[config.mk]
export PLATFORM = sky130hd
export DESIGN_NAME = dma_controller_registers
export DESIGN_NICKNAME = d
export VERILOG_FILES = /design/src/rtl/core/dmac_pkg.sv /design/src/rtl/core/dma_controller_registers.sv /design/src/rtl/core/dmac_channel.sv
export SDC_FILE = /design/constraint.sdc
export NUM_CORES = 2
export LEC_CHECK = 0
export BUFFER_PORTS_ARGS = -buffer_cell sky130_fd_sc_hd__buf_2
export CORE_MARGIN = 1.5
export CORE_UTILIZATION = 60
export DETAILED_ROUTE_END_ITERATION = 7
export PLACE_DENSITY = 0.77
export SLEW_MARGIN = 5
export SYNTH_ARGS = -nofsm -noshare
export SYNTH_HDL_FRONTEND = slang
export SYNTH_HIERARCHICAL = 1
export SYNTH_SLANG_ARGS = --single-unit
export TNS_END_PERCENT = 30
[constraint.sdc]
create_clock -name clock -period 7.2 [get_ports clock]
set_clock_uncertainty 0.2 [all_clocks]
set_input_delay 1.08 -clock clock [delete_from_list [all_inputs] [get_ports clock]]
set_output_delay 1.08 -clock clock [all_outputs]
set_load 0.02 [all_outputs]
[src/rtl/core/dmac_pkg.sv]
package dmac_pkg;

   // step kinds carried in the cmd field
   typedef enum logic [1:0] {
      CMD_REG_WRITE  = 2'd0,
      CMD_REG_READ   = 2'd1,
      CMD_PAGE_WRITE = 2'd2,
      CMD_XFER       = 2'd3
   } cmd_type;

   // register numbers above the channel address/count pairs, and last page
   localparam logic [4:0] REG_COMMAND      = 5'd8;
   localparam logic [4:0] REG_REQUEST      = 5'd9;
   localparam logic [4:0] REG_MASK_BIT     = 5'd10;
   localparam logic [4:0] REG_MODE         = 5'd11;
   localparam logic [4:0] REG_CLEAR_FF     = 5'd12;
   localparam logic [4:0] REG_MASTER_CLEAR = 5'd13;
   localparam logic [4:0] REG_MASK_ALL     = 5'd15;
   localparam logic [4:0] REG_PAGE_LAST    = 5'd3;

   // transfer type, mode bits 3:2
   localparam logic [1:0] XFER_VERIFY = 2'd0;
   localparam logic [1:0] XFER_WRITE  = 2'd1;
   localparam logic [1:0] XFER_READ   = 2'd2;

   localparam int MODE_DEC_BIT = 5;

   localparam logic [15:0] COUNT_RESET = 16'hFFFF;

   // per-channel update strobes, all qualified by a committed beat
   typedef struct packed {
      logic       wr_addr;
      logic       wr_count;
      logic       wr_mode;
      logic       wr_page;
      logic       step;
      logic       clear;
      logic       hi;
      logic [7:0] data;
   } chan_op_type;

   // per-channel view seen by the register/step logic
   typedef struct packed {
      logic [7:0]  mode;
      logic [15:0] cur_addr;
      logic [15:0] cur_count;
      logic [31:0] xfer_addr;
      logic        count_zero;
   } chan_stat_type;

   function automatic logic mode_moves(input logic [7:0] mode);
      return (mode[3:2] == XFER_WRITE) || (mode[3:2] == XFER_READ);
   endfunction

endpackage

[src/rtl/core/dma_controller_registers.sv]
// An accepted beat passes the input register, then the response register.
// Throughput: one beat per cycle while the response side is not stalled;
// the request side and the response side each have one of the two registers, and each beat's decode,
// channel address add and state update fit between them.
// Reset (synchronous, active high): empties both registers, clears all
// controller state, sets every current count to 0xFFFF and mem_base to 0.
module dma_controller_registers #(
   parameter int NUM_CHANNELS = 4
) (
   input  logic        clock,
   input  logic        reset,

   input  logic        req_valid,
   output logic        req_stall,
   input  logic [1:0]  req_cmd,
   input  logic [4:0]  req_reg_req,
   input  logic [1:0]  req_channel,
   input  logic [7:0]  req_data,

   output logic        rsp_valid,
   input  logic        rsp_stall,
   output logic [7:0]  rsp_read_data,
   output logic [31:0] rsp_mem_address,
   output logic        rsp_xfer_valid,
   output logic        rsp_to_memory,
   output logic        rsp_last,
   output logic        rsp_refused,

   input  logic        csr_valid,
   output logic        csr_ready,
   input  logic [31:0] csr_data
);

   // ---------------------------------------------------------------------
   // Configuration: mem_base; not enforced by the block, the user must write it only while the block is quiet
   // ---------------------------------------------------------------------
   logic [31:0] mem_base_ff;

   assign csr_ready = 1'b1;

   always_ff @(posedge clock) begin
      if (reset) begin
         mem_base_ff <= '0;
      end else if (csr_valid && csr_ready) begin
         mem_base_ff <= csr_data;
      end
   end

   // ---------------------------------------------------------------------
   // Input register. The response side frees up whenever its register is empty
   // or being drained, so a new beat can enter every cycle unless it is stalled.
   // ---------------------------------------------------------------------
   logic       in_valid_ff, in_valid_in;
   logic [1:0] in_cmd_ff;
   logic [4:0] in_reg_ff;
   logic [1:0] in_chan_ff;
   logic [7:0] in_data_ff;

   logic rsp_valid_ff, rsp_valid_in;
   logic advance;
   logic fire;

   assign advance   = !rsp_valid_ff || !rsp_stall;
   assign fire      = in_valid_ff && advance;
   assign req_stall = in_valid_ff && !advance;

   assign in_valid_in = req_stall ? in_valid_ff : req_valid;

   always_ff @(posedge clock) begin
      if (reset) begin
         in_valid_ff <= 1'b0;
      end else begin
         in_valid_ff <= in_valid_in;
      end
   end

   always_ff @(posedge clock) begin
      if (req_valid && !req_stall) begin
         in_cmd_ff  <= req_cmd;
         in_reg_ff  <= req_reg_req;
         in_chan_ff <= req_channel;
         in_data_ff <= req_data;
      end
   end

   // ---------------------------------------------------------------------
   // Decode
   // ---------------------------------------------------------------------
   dmac_pkg::cmd_type cmd;
   logic is_wr, is_rd, is_page, is_xfer;
   logic chan_reg;          // registers 0..7: channel address/count pairs

   assign cmd      = dmac_pkg::cmd_type'(in_cmd_ff);
   assign is_wr    = (cmd == dmac_pkg::CMD_REG_WRITE);
   assign is_rd    = (cmd == dmac_pkg::CMD_REG_READ);
   assign is_page  = (cmd == dmac_pkg::CMD_PAGE_WRITE);
   assign is_xfer  = (cmd == dmac_pkg::CMD_XFER);
   assign chan_reg = (in_reg_ff[4:3] == 2'b00);

   // global controller state
   logic       ff_ff,      ff_in;       // byte flip-flop
   logic [7:0] command_ff, command_in;
   logic [7:0] request_ff, request_in;
   logic [3:0] mask_ff,    mask_in;
   logic [7:0] status_ff,  status_in;

   // lane hits: address/count pair, transfer/page channel, mode channel
   logic [NUM_CHANNELS-1:0] pair_hit;
   logic [NUM_CHANNELS-1:0] chan_hit;
   logic [NUM_CHANNELS-1:0] mode_hit;
   logic pair_ok, chan_ok;
   logic master_clear;
   logic masked;

   dmac_pkg::chan_op_type   lane_op   [NUM_CHANNELS];
   dmac_pkg::chan_stat_type lane_stat [NUM_CHANNELS];
   dmac_pkg::chan_stat_type pair_stat;
   dmac_pkg::chan_stat_type chan_stat;

   always_comb begin
      for (int i = 0; i < NUM_CHANNELS; i++) begin
         pair_hit[i] = (32'(in_reg_ff[2:1]) == 32'(i));
         chan_hit[i] = (32'(in_chan_ff) == 32'(i));
         mode_hit[i] = (32'(in_data_ff[1:0]) == 32'(i));
      end
   end

   assign pair_ok      = |pair_hit;
   assign chan_ok      = |chan_hit;
   assign master_clear = fire && is_wr && (in_reg_ff == dmac_pkg::REG_MASTER_CLEAR);
   assign masked       = mask_ff[in_chan_ff];

   // lane selection muxes
   always_comb begin
      pair_stat = '0;
      chan_stat = '0;
      for (int i = 0; i < NUM_CHANNELS; i++) begin
         if (pair_hit[i]) begin
            pair_stat = lane_stat[i];
         end
         if (chan_hit[i]) begin
            chan_stat = lane_stat[i];
         end
      end
   end

   // ---------------------------------------------------------------------
   // Channel lanes
   // ---------------------------------------------------------------------
   for (genvar g = 0; g < NUM_CHANNELS; g++) begin : g_lane
      always_comb begin
         lane_op[g].wr_addr  = fire && is_wr && chan_reg && pair_hit[g] && !in_reg_ff[0];
         lane_op[g].wr_count = fire && is_wr && chan_reg && pair_hit[g] && in_reg_ff[0];
         lane_op[g].wr_mode  = fire && is_wr && (in_reg_ff == dmac_pkg::REG_MODE)
                               && mode_hit[g];
         lane_op[g].wr_page  = fire && is_page && (in_reg_ff <= dmac_pkg::REG_PAGE_LAST)
                               && chan_hit[g];
         lane_op[g].step     = fire && is_xfer && chan_hit[g] && !masked;
         lane_op[g].clear    = master_clear;
         lane_op[g].hi       = ff_ff;
         lane_op[g].data     = in_data_ff;
      end

      dmac_channel u_channel (
         .clock    (clock),
         .reset    (reset),
         .mem_base (mem_base_ff),
         .op       (lane_op[g]),
         .stat     (lane_stat[g])
      );
   end

   // ---------------------------------------------------------------------
   // Step result
   // ---------------------------------------------------------------------
   logic        refused;
   logic        moving;
   logic        end_chan;   // terminal count or non-moving type ends the channel
   logic [15:0] rd_word;
   logic [7:0]  read_data;

   assign refused  = is_xfer && (!chan_ok || masked);
   assign moving   = is_xfer && !refused && dmac_pkg::mode_moves(chan_stat.mode);
   assign end_chan = is_xfer && !refused
                     && (!dmac_pkg::mode_moves(chan_stat.mode) || chan_stat.count_zero);

   assign rd_word = in_reg_ff[0] ? pair_stat.cur_count : pair_stat.cur_addr;

   always_comb begin
      read_data = '0;
      if (is_rd) begin
         if (chan_reg) begin
            if (pair_ok) begin
               read_data = ff_ff ? rd_word[15:8] : rd_word[7:0];
            end
         end else if (in_reg_ff == dmac_pkg::REG_COMMAND) begin
            read_data = status_ff;
         end
      end
   end

   // ---------------------------------------------------------------------
   // Global register updates; a master clear or a channel end can touch more than one of them
   // ---------------------------------------------------------------------
   always_comb begin
      ff_in      = ff_ff;
      command_in = command_ff;
      request_in = request_ff;
      mask_in    = mask_ff;
      status_in  = status_ff;
      if (fire) begin
         if ((is_wr || is_rd) && chan_reg && pair_ok) begin
            ff_in = !ff_ff;
         end
         if (is_wr) begin
            priority if (in_reg_ff == dmac_pkg::REG_COMMAND) begin
               command_in = in_data_ff;
            end else if (in_reg_ff == dmac_pkg::REG_REQUEST) begin
               request_in = in_data_ff;
            end else if (in_reg_ff == dmac_pkg::REG_MASK_BIT) begin
               mask_in[in_data_ff[1:0]] = in_data_ff[2];
            end else if (in_reg_ff == dmac_pkg::REG_CLEAR_FF) begin
               ff_in = 1'b0;
            end else if (in_reg_ff == dmac_pkg::REG_MASTER_CLEAR) begin
               ff_in      = 1'b0;
               command_in = '0;
               status_in  = '0;
            end else if (in_reg_ff == dmac_pkg::REG_MASK_ALL) begin
               mask_in = in_data_ff[3:0];
            end
         end
         // status read clears status
         if (is_rd && (in_reg_ff == dmac_pkg::REG_COMMAND)) begin
            status_in = '0;
         end
         if (end_chan) begin
            mask_in[in_chan_ff]   = 1'b1;
            status_in[in_chan_ff] = 1'b1;
         end
      end
   end

   always_ff @(posedge clock) begin
      if (reset) begin
         ff_ff      <= 1'b0;
         command_ff <= '0;
         request_ff <= '0;
         mask_ff    <= '0;
         status_ff  <= '0;
      end else begin
         ff_ff      <= ff_in;
         command_ff <= command_in;
         request_ff <= request_in;
         mask_ff    <= mask_in;
         status_ff  <= status_in;
      end
   end

   // command and request registers are held for software; nothing here
   // acts on them, so only writes and, for command, the master clear change them

   // ---------------------------------------------------------------------
   // Response register
   // ---------------------------------------------------------------------
   logic [7:0]  rsp_read_data_ff;
   logic [31:0] rsp_mem_address_ff;
   logic        rsp_xfer_valid_ff;
   logic        rsp_to_memory_ff;
   logic        rsp_last_ff;
   logic        rsp_refused_ff;

   assign rsp_valid_in = advance ? in_valid_ff : rsp_valid_ff;

   always_ff @(posedge clock) begin
      if (reset) begin
         rsp_valid_ff <= 1'b0;
      end else begin
         rsp_valid_ff <= rsp_valid_in;
      end
   end

   always_ff @(posedge clock) begin
      if (fire) begin
         rsp_read_data_ff   <= read_data;
         rsp_mem_address_ff <= moving ? chan_stat.xfer_addr : 32'd0;
         rsp_xfer_valid_ff  <= moving;
         rsp_to_memory_ff   <= moving && (chan_stat.mode[3:2] == dmac_pkg::XFER_WRITE);
         rsp_last_ff        <= end_chan;
         rsp_refused_ff     <= refused;
      end
   end

   assign rsp_valid       = rsp_valid_ff;
   assign rsp_read_data   = rsp_read_data_ff;
   assign rsp_mem_address = rsp_mem_address_ff;
   assign rsp_xfer_valid  = rsp_xfer_valid_ff;
   assign rsp_to_memory   = rsp_to_memory_ff;
   assign rsp_last        = rsp_last_ff;
   assign rsp_refused     = rsp_refused_ff;

endmodule

[src/rtl/core/dmac_channel.sv]
module dmac_channel (
   input  logic                    clock,
   input  logic                    reset,
   input  logic [31:0]             mem_base,
   input  dmac_pkg::chan_op_type   op,
   output dmac_pkg::chan_stat_type stat
);

   logic [7:0]  mode_ff,       mode_in;
   logic [7:0]  page_ff,       page_in;
   logic [15:0] base_addr_ff,  base_addr_in;
   logic [15:0] base_count_ff, base_count_in;
   logic [15:0] cur_addr_ff,   cur_addr_in;
   logic [15:0] cur_count_ff,  cur_count_in;
   logic [15:0] offset_ff,     offset_in;

   logic [15:0] addr_put;
   logic [15:0] count_put;
   logic [31:0] offset_term;
   logic [31:0] xfer_addr;

   // byte flip-flop picks which half of the word takes the data
   assign addr_put  = op.hi ? {op.data, base_addr_ff[7:0]}  : {base_addr_ff[15:8], op.data};
   assign count_put = op.hi ? {op.data, base_count_ff[7:0]} : {base_count_ff[15:8], op.data};

   assign offset_term = mode_ff[dmac_pkg::MODE_DEC_BIT] ? (32'd0 - {16'd0, offset_ff})
                                                        : {16'd0, offset_ff};
   assign xfer_addr = (mem_base + {16'd0, base_addr_ff} + offset_term)
                    | {8'd0, page_ff, 16'd0};

   always_comb begin
      mode_in       = mode_ff;
      page_in       = page_ff;
      base_addr_in  = base_addr_ff;
      base_count_in = base_count_ff;
      cur_addr_in   = cur_addr_ff;
      cur_count_in  = cur_count_ff;
      offset_in     = offset_ff;
      priority if (op.clear) begin
         // mode survives a master clear
         page_in       = '0;
         base_addr_in  = '0;
         base_count_in = '0;
         cur_addr_in   = '0;
         cur_count_in  = dmac_pkg::COUNT_RESET;
         offset_in     = '0;
      end else if (op.wr_addr) begin
         base_addr_in = addr_put;
         cur_addr_in  = addr_put;
      end else if (op.wr_count) begin
         base_count_in = count_put;
         cur_count_in  = count_put;
         offset_in     = '0;
      end else if (op.wr_mode) begin
         mode_in = op.data;
      end else if (op.wr_page) begin
         page_in = op.data;
      end else if (op.step && dmac_pkg::mode_moves(mode_ff)) begin
         cur_addr_in  = xfer_addr[15:0];
         offset_in    = offset_ff + 16'd1;
         cur_count_in = cur_count_ff - 16'd1;
      end
   end

   always_ff @(posedge clock) begin
      if (reset) begin
         mode_ff       <= '0;
         page_ff       <= '0;
         base_addr_ff  <= '0;
         base_count_ff <= '0;
         cur_addr_ff   <= '0;
         cur_count_ff  <= dmac_pkg::COUNT_RESET;
         offset_ff     <= '0;
      end else begin
         mode_ff       <= mode_in;
         page_ff       <= page_in;
         base_addr_ff  <= base_addr_in;
         base_count_ff <= base_count_in;
         cur_addr_ff   <= cur_addr_in;
         cur_count_ff  <= cur_count_in;
         offset_ff     <= offset_in;
      end
   end

   assign stat.mode       = mode_ff;
   assign stat.cur_addr   = cur_addr_ff;
   assign stat.cur_count  = cur_count_ff;
   assign stat.xfer_addr  = xfer_addr;
   assign stat.count_zero = (cur_count_ff == 16'd0);

endmodule
## Yosys cells after proc, flatten, opt, wreduce, memory -nomap -nowiden

Index checks and enable logic that the tools add are counted.

| operators by class | value |
|---|---|
| mux-type cells | 111 |
| eq/ne operators | 49 |
| $lt $le $gt $ge | 6 |
| bitwise logic cells | 19 |
| add/sub/neg operators | 20 |
| reductions and logical operators | 112 |

Operator list:

| cell | count |
|---|---|
| $mux 16 | 61 |
| $mux 69 | 4 |
| $mux 65 | 4 |
| $add 32x16->32 | 4 |
| $add 32x32->32 | 4 |
| $mux 32 | 4 |
| $or 32x24->32 | 4 |
| $mux 8 | 13 |
| $sub 1x16->17 const A | 4 |
| $add 16x1->16 const B | 4 |
| $logic_not 16->1 | 4 |
| $reduce_and 4->1 | 16 |
| $sub 16x1->16 const B | 4 |
| $logic_and 1x1->1 | 53 |
| $ne 2x1->1 const B | 20 |
| $mux 4 | 9 |
| $eq 5x4->1 const B | 7 |
| $eq 2x2->1 const B | 13 |
| $eq 2x1->1 const B | 9 |
| $reduce_bool 2->1 | 8 |
| $not 1->1 | 13 |
| $mux 1 | 11 |
| $logic_not 1->1 | 10 |
| $logic_not 2->1 | 5 |
| 13 further kinds | 29 |

| word-level totals | value |
|---|---|
| bits of input ports | 54 |
| logic and storage cells | 361 |
| register bits | 484 |
| output and inout port bits | 47 |

## Depth between registers and ports, before layout

| depth | value |
|---|---|
| word-level depth | 14 |
| gate-level depth with buffers | 19 |
| depth with buffers taken out | 18 |

## Hierarchy

The synthesis kept the hierarchy.

Modules (own cells, without submodules):

| module | cells an instance | area each (um2) | times used | seq. area each (um2) |
|---|---|---|---|---|
| dmac_channel (g_lane[0].u_channel ...) | 839 | 6,815.3 | 2 | 1,921.8 |
| dmac_channel (g_lane[2].u_channel) | 895 | 7,008.0 | 1 | 1,921.8 |
| dmac_channel (g_lane[3].u_channel) | 875 | 6,826.5 | 1 | 1,921.8 |
| dma_controller_registers | 508 | 5,989.5 | 1 | 2,692.6 |

## Worst setup path after synthesis

No wires, ideal clock.

| path | value |
|---|---|
| path kind | register -> register |
| start | register g_lane[3].u_channel.offset_ff[7] |
| end | register rsp_mem_address_ff[30] (netlist: rsp_mem_address[30]) (data pin) |
| stages on the path, launching flop included | 18 |
| data required time | 6.734 ns |
| arrival time | 4.466 ns |
| library setup time | 0.266 ns |
| buffers on the path | 2 |
| clock period less this slack | 4.932 ns |
| slack | 2.268 ns |
| cells stage by stage | dfxtp_1 -> buf_6 -> or4_4 -> or3_4 -> or3_1 -> o31a_1 -> ha_1 -> ha_1 -> clkbuf_1 -> a21oi_1 -> o21ai_0 -> a41oi_1 -> o41ai_1 -> a211oi_1 -> a21oi_1 -> o21a_1 -> mux4_2 -> nor2b_1 |

RTL lines:

| what | RTL line | source |
|---|---|---|
| from (decl) | dmac_channel.sv:15 | `logic [15:0] offset_ff, offset_in;` |
| from (signal assigned) | dmac_channel.sv:81 | `offset_ff <= offset_in;` |
| to (signal assigned) | dma_controller_registers.sv:285 | `rsp_mem_address_ff <= moving ? chan_stat.xfer_addr : 32'd0;` |
| to (decl) | dma_controller_registers.sv:266 | `logic [31:0] rsp_mem_address_ff;` |

==> metrics.md <==
| Metric | Value |
|---|---|
| Pin count of the biggest net entering global routing | 119 |
| Sw frac | 26.1% |
| Worst slew pin tran | 1.10 ns |
| Crit Path Max Fanout | 16 |
| H-tree Lvls | 2 |
| Die width | 237 um |
| Routed Antenna Nets | 0 |
| Layout cell share with drive strength beyond 1 | 10.3% |
| Vias in the first global route | 27.0k |
| Hold WC Path Type | register to register |
| Seq pwr share | 46.2% |
| I/O pin cnt | 101 |
| Fmax | 0.186 GHz |
| Critical R2R Capture | rsp_mem_address[30]$_SDFFCE_PN0P_ |
| Row count | 85 |
| Worst skew pair latency | 0.62 ns |
| Hold depth | 2 |
| Pleak | 14.2 nW |
| Crit path launch type | register |
| IO Port Bufs | 99 |
| HP Start | g_lane[1].u_channel/page_ff[3]$_SDFFE_PP0P_ |
| Via/cell ratio | 6.50 |
| Arrival time at the worst endpoint | 5.49 ns |
| Hold Fails Final Rpt | 0 |
| Clk slew on worst S/H paths | 0.06 ns |
| GRT Max-Usage Layer | met1 |
| Status | complete, no violations |
| Post-cts resize count | 0 |
| Routed len/inst | 23.1 um |
| DR iter-0 viols | 3489 |
| Net Switching | 1.55 mW |
| RSZ-0062 raised after global routing | false |
| Placer Congestion | 1.01 |
| ANT cells | 0 |
| Final WL | 106000 um |
| Area grow syn2layout | 7.61% |
| CP Data Required Time | 7.33 ns |
| WHS | 0.249 ns |
| # DRC | 0 |
| Max stage delay on crit path | 0.57 ns |
| Post-synthesis cell area | 32800 um^2 |
| Slowest cell on crit path | or4_4 |
| Initial antenna violation count | 2 |
| Quantity of hold-fixing buffers added after cts | 0 |
| Hold Path Sink | g_lane[1].u_channel/page_ff[3]$_SDFFE_PP0P_ |
| Final worst slack | 1.84 ns |
| Clk pwr share | 44.7% |
| First-pass GRT wire length | 159000 um |
| R2R Path Start | g_lane[3].u_channel/offset_ff[7]$_SDFFE_PP0P_ |
| Post CTS Setup Buffer Count | 0 |
| GRT met2 Usage | 52.9% |
| Delay-heaviest family, CP | compound AO/OA/AOI/OAI gates |
| Gate count after technology mapping | 3876 |
| GRT overflow | 0 |
| GRT met1 Usage | 53.2% |
| Pins Over Slew Limit | 0 |
| R2R setup slack | 1.84 ns |
| Worst slack at placement | 1.85 ns |
| Internal Power | 4.38 mW |
| CTS tree | done |
| Clock Sinks | 468 |
| Final period util | 74.5% |
| Final min period | 5.36 ns |
| Initial core utilization | 60.8% |
| Yosys warns | 6 |
| Worst VDD drop | 0.209 mV |
| CTS buffer count | 52 |
| Setup TNS | 0 ns |
| Vias | 29.7k |
| Core box area | 53900 um^2 |
| Root Driver | clkbuf_16 |
| Layout Nets | 4157 |
| Max Root-Sink Buffers | 3 |
| Placed wire-length estimate | 77300 um |
| FILL cells | 4600 |
| Die height | 237 um |
| Design Power | 5.92 mW |
| GRT Util Overall | 36.8% |
| Comb pwr share | 9.1% |
| CP bufs+invs | 0 |
| Initial DRT Pass Iterations | 8 |
| Final core utilization | 65.5% |
| Post-synthesis net count | 4191 |
| Cells along the critical path | or4_4 > or3_4 > or3_1 > o31a_1 > ha_1 > ha_1 > a21oi_1 > o21ai_0 > a41oi_1 > o41ai_1 > a211oi_1 > a21oi_1 > o21a_1 > mux4_2 > nor2b_1 |
| Critical Path End Type | register |
| Synthesized area per cell | 8.46 um^2 |
| Final setup viols | 0 |
| Pwr per Cell Area | 168 nW/um^2 |
| Worst R2R Path Depth | 15 |
| M3 GR Usage | 8.15% |
| CP Class | register to register |
| Max transition margin | 26.6% |
| Die area | 56100 um^2 |
| Total of max-cap violations | 0 |
## power groups by stage
stage | Combinational, mW | Sequential (mW) | Clock (mW)
floorplan | 0.335 | 2.77 | 0
global placement | 0.513 | 2.79 | 0
detailed placement | 0.515 | 2.79 | 0
CTS | 0.519 | 2.73 | 2.66
global route | 0.566 | 2.74 | 2.76
finish | 0.537 | 2.74 | 2.65
## worst register-to-register path, delay by kind of cell (launching register included)
kind | cells | cell delay (ns)
adders and majority gates | 2 | 0.79
DFF | 1 | 0.38
and+or+nand+nor | 4 | 1.39
muxes | 1 | 0.47
AOI/OAI and AO/OA | 8 | 1.85
## layout by cell type, fill, tap and decap left out, types with 66 or more instances in the layout
cell type and count:
a211oi_1 71, a21oi_1 382, a31oi_1 66, buf_2 99
dfxtp_1 406, fa_1 68, ha_1 193, inv_1 108
mux2i_1 127, nand2_1 425, nand2b_1 73, nand3_1 131
nor2_1 355, o21ai_0 158, xnor2_1 142, xor2_1 86
## worst max path at each step
stage / from / end / cells past startpoint
floorplan: g_lane[3].u_channel/offset_ff[7]$_SDFFE_PP0P_ / rsp_mem_address[30]$_SDFFCE_PN0P_ / 17
global placement: g_lane[3].u_channel/offset_ff[7]$_SDFFE_PP0P_ / rsp_mem_address[25]$_SDFFCE_PN0P_ / 13
detailed placement: g_lane[3].u_channel/offset_ff[7]$_SDFFE_PP0P_ / rsp_mem_address[25]$_SDFFCE_PN0P_ / 13
CTS: g_lane[3].u_channel/offset_ff[7]$_SDFFE_PP0P_ / rsp_mem_address[25]$_SDFFCE_PN0P_ / 13
global route: g_lane[3].u_channel/offset_ff[2]$_SDFFE_PP0P_ / rsp_mem_address[31]$_SDFFCE_PN0P_ / 17
finish: g_lane[3].u_channel/offset_ff[7]$_SDFFE_PP0P_ / rsp_mem_address[30]$_SDFFCE_PN0P_ / 15
## flip-flops by register name (all words and copies together), names as in the netlist, 4 cells and up
signal                          cells
g_lane.u_channel/base_addr_ff      64
g_lane.u_channel/base_count_ff     64
g_lane.u_channel/cur_addr_ff       64
g_lane.u_channel/cur_count_ff      64
g_lane.u_channel/mode_ff           12
g_lane.u_channel/offset_ff         64
g_lane.u_channel/page_ff           32
in_data_ff                          8
in_reg_ff                           5
mask_ff                             4
mem_base_ff                        32
rsp_mem_address                    32
rsp_read_data                       8
status_ff                           4
## per-layer routing
metal  wire, um  part of all wire, %  vias up
met4       4840                  4.6        0
met3      12400                   12      221
met5          0                    0        -
met2      43700                   41     1488
met1      44800                   42    14200
li1           -                    -    13900
## final cells by class
cell class              instances  area (um^2)  area share (%)
well taps                     696          871            2.47
clock buffers                  74         1470            4.18
inverters                     113          424            1.20
repair buffers                151          898            2.54
multi-input cells            3056        21500            60.8
clock inverters                17          184           0.521
flip-flops and latches        468         9980            28.3
## metrics by stage
stage               cell area [um^2]  cells
floorplan                      32800   3876
global placement               33600   4484
detailed placement             33600   4484
CTS                            35300   4575
global route                   35300   4575
finish                         35300   4575
(Power assumes the default switching activity.)
